`src/hw/rtl/brainfuck_step_engine_core_defines.svh`:
```
// ----------------------------------------------------------------------------
// Brainfuck step engine assertion macros
// Concurrent assertion helpers used by the controller RTL; they expand to nothing
// when SYNTH is defined.
// ----------------------------------------------------------------------------
`ifndef BRAINFUCK_STEP_ENGINE_CORE_DEFINES_SVH
`define BRAINFUCK_STEP_ENGINE_CORE_DEFINES_SVH

`ifndef SYNTH

`define BFSE_ASSERT(label, expr, msg) \
  label: assert property (@(posedge clk) disable iff (rst) (expr)) else $error(msg);

`define BFSE_ASSERT_IMP(label, ante, cons, msg) \
  label: assert property (@(posedge clk) disable iff (rst) (ante) |-> (cons)) else $error(msg);

`define BFSE_ASSERT_NEXT(label, ante, cons, msg) \
  label: assert property (@(posedge clk) disable iff (rst) (ante) |=> (cons)) else $error(msg);

`else

`define BFSE_ASSERT(label, expr, msg)

`define BFSE_ASSERT_IMP(label, ante, cons, msg)

`define BFSE_ASSERT_NEXT(label, ante, cons, msg)

`endif

`endif

```
`src/hw/rtl/bfse_pkg.sv`:
```
// ----------------------------------------------------------------------------
// Brainfuck step engine package
// Sizes, instruction symbols, status codes, transfer types and the
// controller/datapath interface shared by the engine's modules.
// ----------------------------------------------------------------------------
package bfse_pkg;

  localparam int PROG_DEPTH = 4096;
  localparam int TAPE_DEPTH = 4096;
  localparam int PROG_AW    = $clog2(PROG_DEPTH);
  localparam int TAPE_AW    = $clog2(TAPE_DEPTH);
  localparam int IP_W       = PROG_AW + 1;
  localparam int NEST_W     = PROG_AW + 1;
  localparam int CLR_DEPTH  = (PROG_DEPTH > TAPE_DEPTH) ? PROG_DEPTH : TAPE_DEPTH;
  localparam int CLR_AW     = $clog2(CLR_DEPTH);
  localparam int CFG_W      = 13;
  localparam int CFG_IDX_W  = 1;

  localparam logic [CFG_IDX_W-1:0] CFG_REVERSE  = 1'b0;
  localparam logic [CFG_IDX_W-1:0] CFG_TAPE_LEN = 1'b1;

  localparam logic OP_LOAD = 1'b0;
  localparam logic OP_STEP = 1'b1;

  localparam logic [1:0] HALT_RUN     = 2'd0;
  localparam logic [1:0] HALT_END     = 2'd1;
  localparam logic [1:0] HALT_QUIT    = 2'd2;
  localparam logic [1:0] HALT_BRACKET = 2'd3;

  localparam logic [7:0] SYM_NONE  = 8'h00;
  localparam logic [7:0] SYM_LEFT  = 8'h3C;
  localparam logic [7:0] SYM_RIGHT = 8'h3E;
  localparam logic [7:0] SYM_INC   = 8'h2B;
  localparam logic [7:0] SYM_DEC   = 8'h2D;
  localparam logic [7:0] SYM_OUT   = 8'h2E;
  localparam logic [7:0] SYM_IN    = 8'h2C;
  localparam logic [7:0] SYM_OPEN  = 8'h5B;
  localparam logic [7:0] SYM_CLOSE = 8'h5D;
  localparam logic [7:0] SYM_QUIT  = 8'h40;
  localparam logic [7:0] SYM_OUTD  = 8'h21;
  localparam logic [7:0] SYM_IND   = 8'h3F;

  typedef struct packed {
    logic       op;
    logic [11:0] prog_addr;
    logic [7:0] prog_byte;
    logic [7:0] in_byte;
  } cmd_t;

  typedef struct packed {
    logic       out_valid;
    logic [7:0] out_byte;
    logic       out_decimal;
    logic       in_used;
    logic [1:0] run_status;
    logic [7:0] cell_value;
  } res_t;

  typedef struct packed {
    logic clr_en;
    logic accept;
    logic exec;
    logic cap;
    logic scan_f;
    logic scan_b;
    logic finish;
  } ctl_t;

  typedef struct packed {
    logic clr_last;
    logic pend_full;
    logic pend_drain;
    logic go_cap;
    logic go_fwd;
    logic go_bwd;
    logic scan_done;
  } stat_t;

  function automatic logic [7:0] bfse_decode(input logic [7:0] raw, input logic rev);
    logic [7:0] s;
    s = raw;
    if (rev) begin
      case (raw)
        SYM_LEFT:  s = SYM_RIGHT;
        SYM_RIGHT: s = SYM_LEFT;
        SYM_INC:   s = SYM_DEC;
        SYM_DEC:   s = SYM_INC;
        SYM_OPEN:  s = SYM_CLOSE;
        SYM_CLOSE: s = SYM_OPEN;
        SYM_OUT:   s = SYM_IN;
        SYM_IN:    s = SYM_OUT;
        SYM_OUTD:  s = SYM_IND;
        SYM_IND:   s = SYM_OUTD;
        default:   s = raw;
      endcase
    end
    return s;
  endfunction

endpackage

```
`src/hw/rtl/bfse_ctrl.sv`:
```
// ----------------------------------------------------------------------------
// Brainfuck step engine controller
// Sequences memory clearing, item acceptance, instruction execution, cell
// read-back and bracket scans, and tells the datapath when a result is done.
// ----------------------------------------------------------------------------
`include "brainfuck_step_engine_core_defines.svh"

module bfse_ctrl import bfse_pkg::*; (
  input  logic  clk,
  input  logic  rst,
  input  logic  cmd_valid,
  output logic  cmd_stall,
  input  stat_t stat,
  output ctl_t  ctl
);

  typedef enum logic [5:0] {
    ST_CLEAR  = 6'b000001,
    ST_IDLE   = 6'b000010,
    ST_EXEC   = 6'b000100,
    ST_CAP    = 6'b001000,
    ST_SCAN_F = 6'b010000,
    ST_SCAN_B = 6'b100000
  } state_t;

  state_t state;
  state_t state_next;

  assign cmd_stall = (state != ST_IDLE) || (stat.pend_full && !stat.pend_drain);

  always_comb begin
    state_next = state;
    ctl        = '0;
    case (state)
      ST_CLEAR: begin
        ctl.clr_en = 1'b1;
        if (stat.clr_last) begin
          state_next = ST_IDLE;
        end
      end
      ST_IDLE: begin
        if (cmd_valid && !cmd_stall) begin
          ctl.accept = 1'b1;
          state_next = ST_EXEC;
        end
      end
      ST_EXEC: begin
        ctl.exec = 1'b1;
        if (stat.go_cap) begin
          state_next = ST_CAP;
        end else if (stat.go_fwd) begin
          state_next = ST_SCAN_F;
        end else if (stat.go_bwd) begin
          state_next = ST_SCAN_B;
        end else begin
          ctl.finish = 1'b1;
          state_next = ST_IDLE;
        end
      end
      ST_CAP: begin
        ctl.cap    = 1'b1;
        ctl.finish = 1'b1;
        state_next = ST_IDLE;
      end
      ST_SCAN_F: begin
        ctl.scan_f = 1'b1;
        if (stat.scan_done) begin
          ctl.finish = 1'b1;
          state_next = ST_IDLE;
        end
      end
      ST_SCAN_B: begin
        ctl.scan_b = 1'b1;
        if (stat.scan_done) begin
          ctl.finish = 1'b1;
          state_next = ST_IDLE;
        end
      end
      default: begin
        state_next = ST_CLEAR;
      end
    endcase
  end

  always_ff @(posedge clk) begin
    if (rst) begin
      state <= ST_CLEAR;
    end else begin
      state <= state_next;
    end
  end

  `BFSE_ASSERT_IMP(a_finish_empty, ctl.finish, !stat.pend_full, "Result finished while staging is full.")
  `BFSE_ASSERT_NEXT(a_accept_exec, ctl.accept, state == ST_EXEC, "Accepted item did not execute.")
  `BFSE_ASSERT_IMP(a_scan_entry, state == ST_SCAN_F && $past(state) != ST_SCAN_F, $past(state) == ST_EXEC && $past(stat.go_fwd), "Forward scan entered without a taken bracket.")

endmodule

```
`config.mk`:
```
export PLATFORM = sky130hd
export DESIGN_NAME = bfse_ctrl
export DESIGN_NICKNAME = d
export VERILOG_FILES = /design/src/hw/rtl/bfse_pkg.sv /design/src/hw/rtl/bfse_ctrl.sv
export VERILOG_INCLUDE_DIRS = /design/src /design/src/hw/rtl
export SDC_FILE = /design/constraint.sdc
export NUM_CORES = 1
export LEC_CHECK = 0
export ABC_AREA = 0
export BUFFER_PORTS_ARGS = -buffer_cell sky130_fd_sc_hd__buf_4
export CAP_MARGIN = 20
export CORE_AREA = 2 2 39 41
export DETAILED_ROUTE_END_ITERATION = 6
export DIE_AREA = 0 0 41 43
export HOLD_SLACK_MARGIN = 0.03
export PLACE_DENSITY = 0.64
export SKIP_LAST_GASP = 1
export SYNTH_ARGS = -nofsm -noshare
export SYNTH_HDL_FRONTEND = slang
export SYNTH_SLANG_ARGS = --single-unit
```
`constraint.sdc`:
```
create_clock -name clk -period 2.75 [get_ports clk]
set_input_delay 0.275 -clock clk [delete_from_list [all_inputs] [get_ports clk]]
set_output_delay 0.275 -clock clk [all_outputs]
set_load 0.01 [all_outputs]
```
==> flow_summary_export.csv <==
group,metric,value,unit
status,status,"completed",
power_and_ir_drop,ir_worst_vdd,155.6,uV
global_routing,grt_pass1_vias,419,
layout,top_register,"state",
detailed_routing,wl_per_cell,12.90,um
critical_path,required,2.48,ns
yosys,synth_nets,56,
timing,fin_crit_sh,77.79,%
floorplan,pin_count,18,
detailed_routing,drtIter0Drc,10,
cts,cts_tree,"yes",
floorplan,die-width,41,um
yosys,syn_avg_cell_area,9.139,um2
critical_path,cp_max_fo,5,
flow_run,max_cap_viol_count,0,
yosys,ys_seq_area_share,28.57,%
global_routing,antenna_found_initial,0,
cts,ctsHoldBuffers,0,
timing,min_period,2.139,ns
critical_path,endpoint_kind,"output pin",
layout,layoutNonFillerInstCount,82,
critical_path,critical_path_class,"reg -> out",
timing,fin_worst_skew,0.001329,ns
cts,ctsResizeCount,0,
timing,timing.setup.tns,0,ns
timing,clock.fmax,0.4675,GHz
placed_design,placed_area,568.0,um2
hold_path,hp-class,"in -> reg",
floorplan,die-area,0.001763,mm2
placed_design,dpl.hpwl,814.5,um
layout,final_nets,78,
critical_path,worstPathArrival,1.86,ns
layout,num_antenna_cells,0,
floorplan,core_area,0.001384,mm2
cts,clk_latency,0.24,ns
cts,post-cts-setup-buffer-count,0,
cts,cts.path.max_buffers,2,
timing,rsz0062_at_grt,"false",
cts,htreeDepth,1,
detailed_routing,routed_wl,1.058,mm
global_routing,grt_max_degree,8,
detailed_routing,dr.pass1.iters,4,
yosys,synth_cell_types,25,
timing,tightest_slew,0.4191,ns
timing,hold_viol_final,0,
yosys,synth_edf_count,0,
floorplan,rows,14,
detailed_routing,drc,0,
layout,top_regs,"state (6)",
power_and_ir_drop,powerDensity,474.3,mW/mm2
detailed_routing,vias,426,
placed_design,place.gp.congestion,0.7499,
floorplan,die_height,43,um
floorplan,start_util,30.38,%
layout,largest_reg_flops,6,
layout,final_cell_mix,"buf_4, dfxtp_1, nor3_1",
timing,slew_viol_final,0,
detailed_routing,viasPerCell,5.195,
layout,drive_above_1_share,46.97,%
global_routing,grt.total_usage,14.67,%
yosys,synth_area,420.4,um2
global_routing,grt_pass1_wl,1.711,mm
placed_design,place_inst,79,
power_and_ir_drop,total_leakage_power,0.0002232,uW
detailed_routing,antenna_left,0,
yosys,synthCells,46,
placed_design,numPortBuffers,17,
yosys,synthArstFlopShare,0,%
yosys,ys_warn_count,0,
layout,syn_to_final_growth,40.48,%
timing,relSlewSlack,72.06,%
cts,cts_buffers,3,
yosys,ys.flop_type,"dfxtp_1",
layout,final_common_cell,"buf_4",
layout,final_area,590.6,um2
cts,cts_sinks,6,
cts,cts_root_buffer,"clkbuf_4",
global_routing,grt_overflow,0,
cts,clk_pin_slew,0.05,ns
timing,setup_viol_count_final,0,
yosys,synth_seq_cells,6,
critical_path,start_kind,"flip-flop",
through the flow:
stage | utilization (%) | power (uW) | hold slack, ns | worst slack [ns]
after floorplan | - | 163.2 | 0.3441 | 0.9598
after global placement | 41.05 | 198.0 | 0.4745 | 0.8886
after detailed placement | 41.05 | 200.0 | 0.4763 | 0.8658
after CTS | 42.68 | 282.3 | 0.2258 | 0.5971
after global routing | 42.68 | 300.1 | 0.2489 | 0.5091
final | 42.68 | 280.1 | 0.2311 | 0.6108
worst max-delay path, stage by stage, from the launching register on:
cell and delay [ns]:
dfxtp_1 0.35, or4_4 0.57, a2111oi_4 0.48, nor2_1 0.07, buf_4 0.15
synth_stat cells, types with 2 or more instances:
library cell	count	share of area (%)
o31ai_1	2	3.6
nor3_1	5	6.0
nor3b_1	3	5.4
inv_1	2	1.8
nor2_1	2	1.8
or4_4	2	5.4
nand2_1	4	3.6
dfxtp_1	6	29
a21oi_1	4	4.8
power breakdown:
part | total (uW) | internal (uW) | switching [uW]
logic | 91.1 | 45.6 | 45.5
registers | 108 | 94.9 | 12.7
clock network | 81.4 | 49.4 | 32.0
total | 280 | 190 | 90.2
final cells by class:
type                    count  area [um2]
clock buffers               3       22.52
fillers                   144       793.3
inverters                   2       7.507
multi-input cells          38       292.8
flip-flops and latches      6       120.1
well taps                  16       20.02
repair buffers             17       127.6
per-layer routing:
layer | wire (um) | track usage [%] | up-vias
li1 | - | - | 215
met1 | 462 | 16.77 | 194
met2 | 520 | 22.81 | 15
met3 | 54 | 1.571 | 2
met4 | 21 | 12.00 | 0
met5 | 0 | 0 | -
logic make-up after synthesis:
logic type | count (synthesis) | synth area share [%]
buffers and inverters | 2 | 1.786
and+or+nand+nor | 28 | 49.41
xor gates and xnor gates | 1 | 2.084
AOI/OAI and AO/OA | 9 | 18.15
DFF | 6 | 28.57
path summary, 6_finish.rpt:
check | from | endpoint | slack, ns | cells after the start
min reg2reg | state[5] | state[5] | 0.56 | 2
max reg2reg | state[0] | state[0] | 0.95 | 4
min | rst | state[5] | 0.23 | 2
max | state[3] | ctl[5] | 0.61 | 4
(Power assumes the default switching activity.)
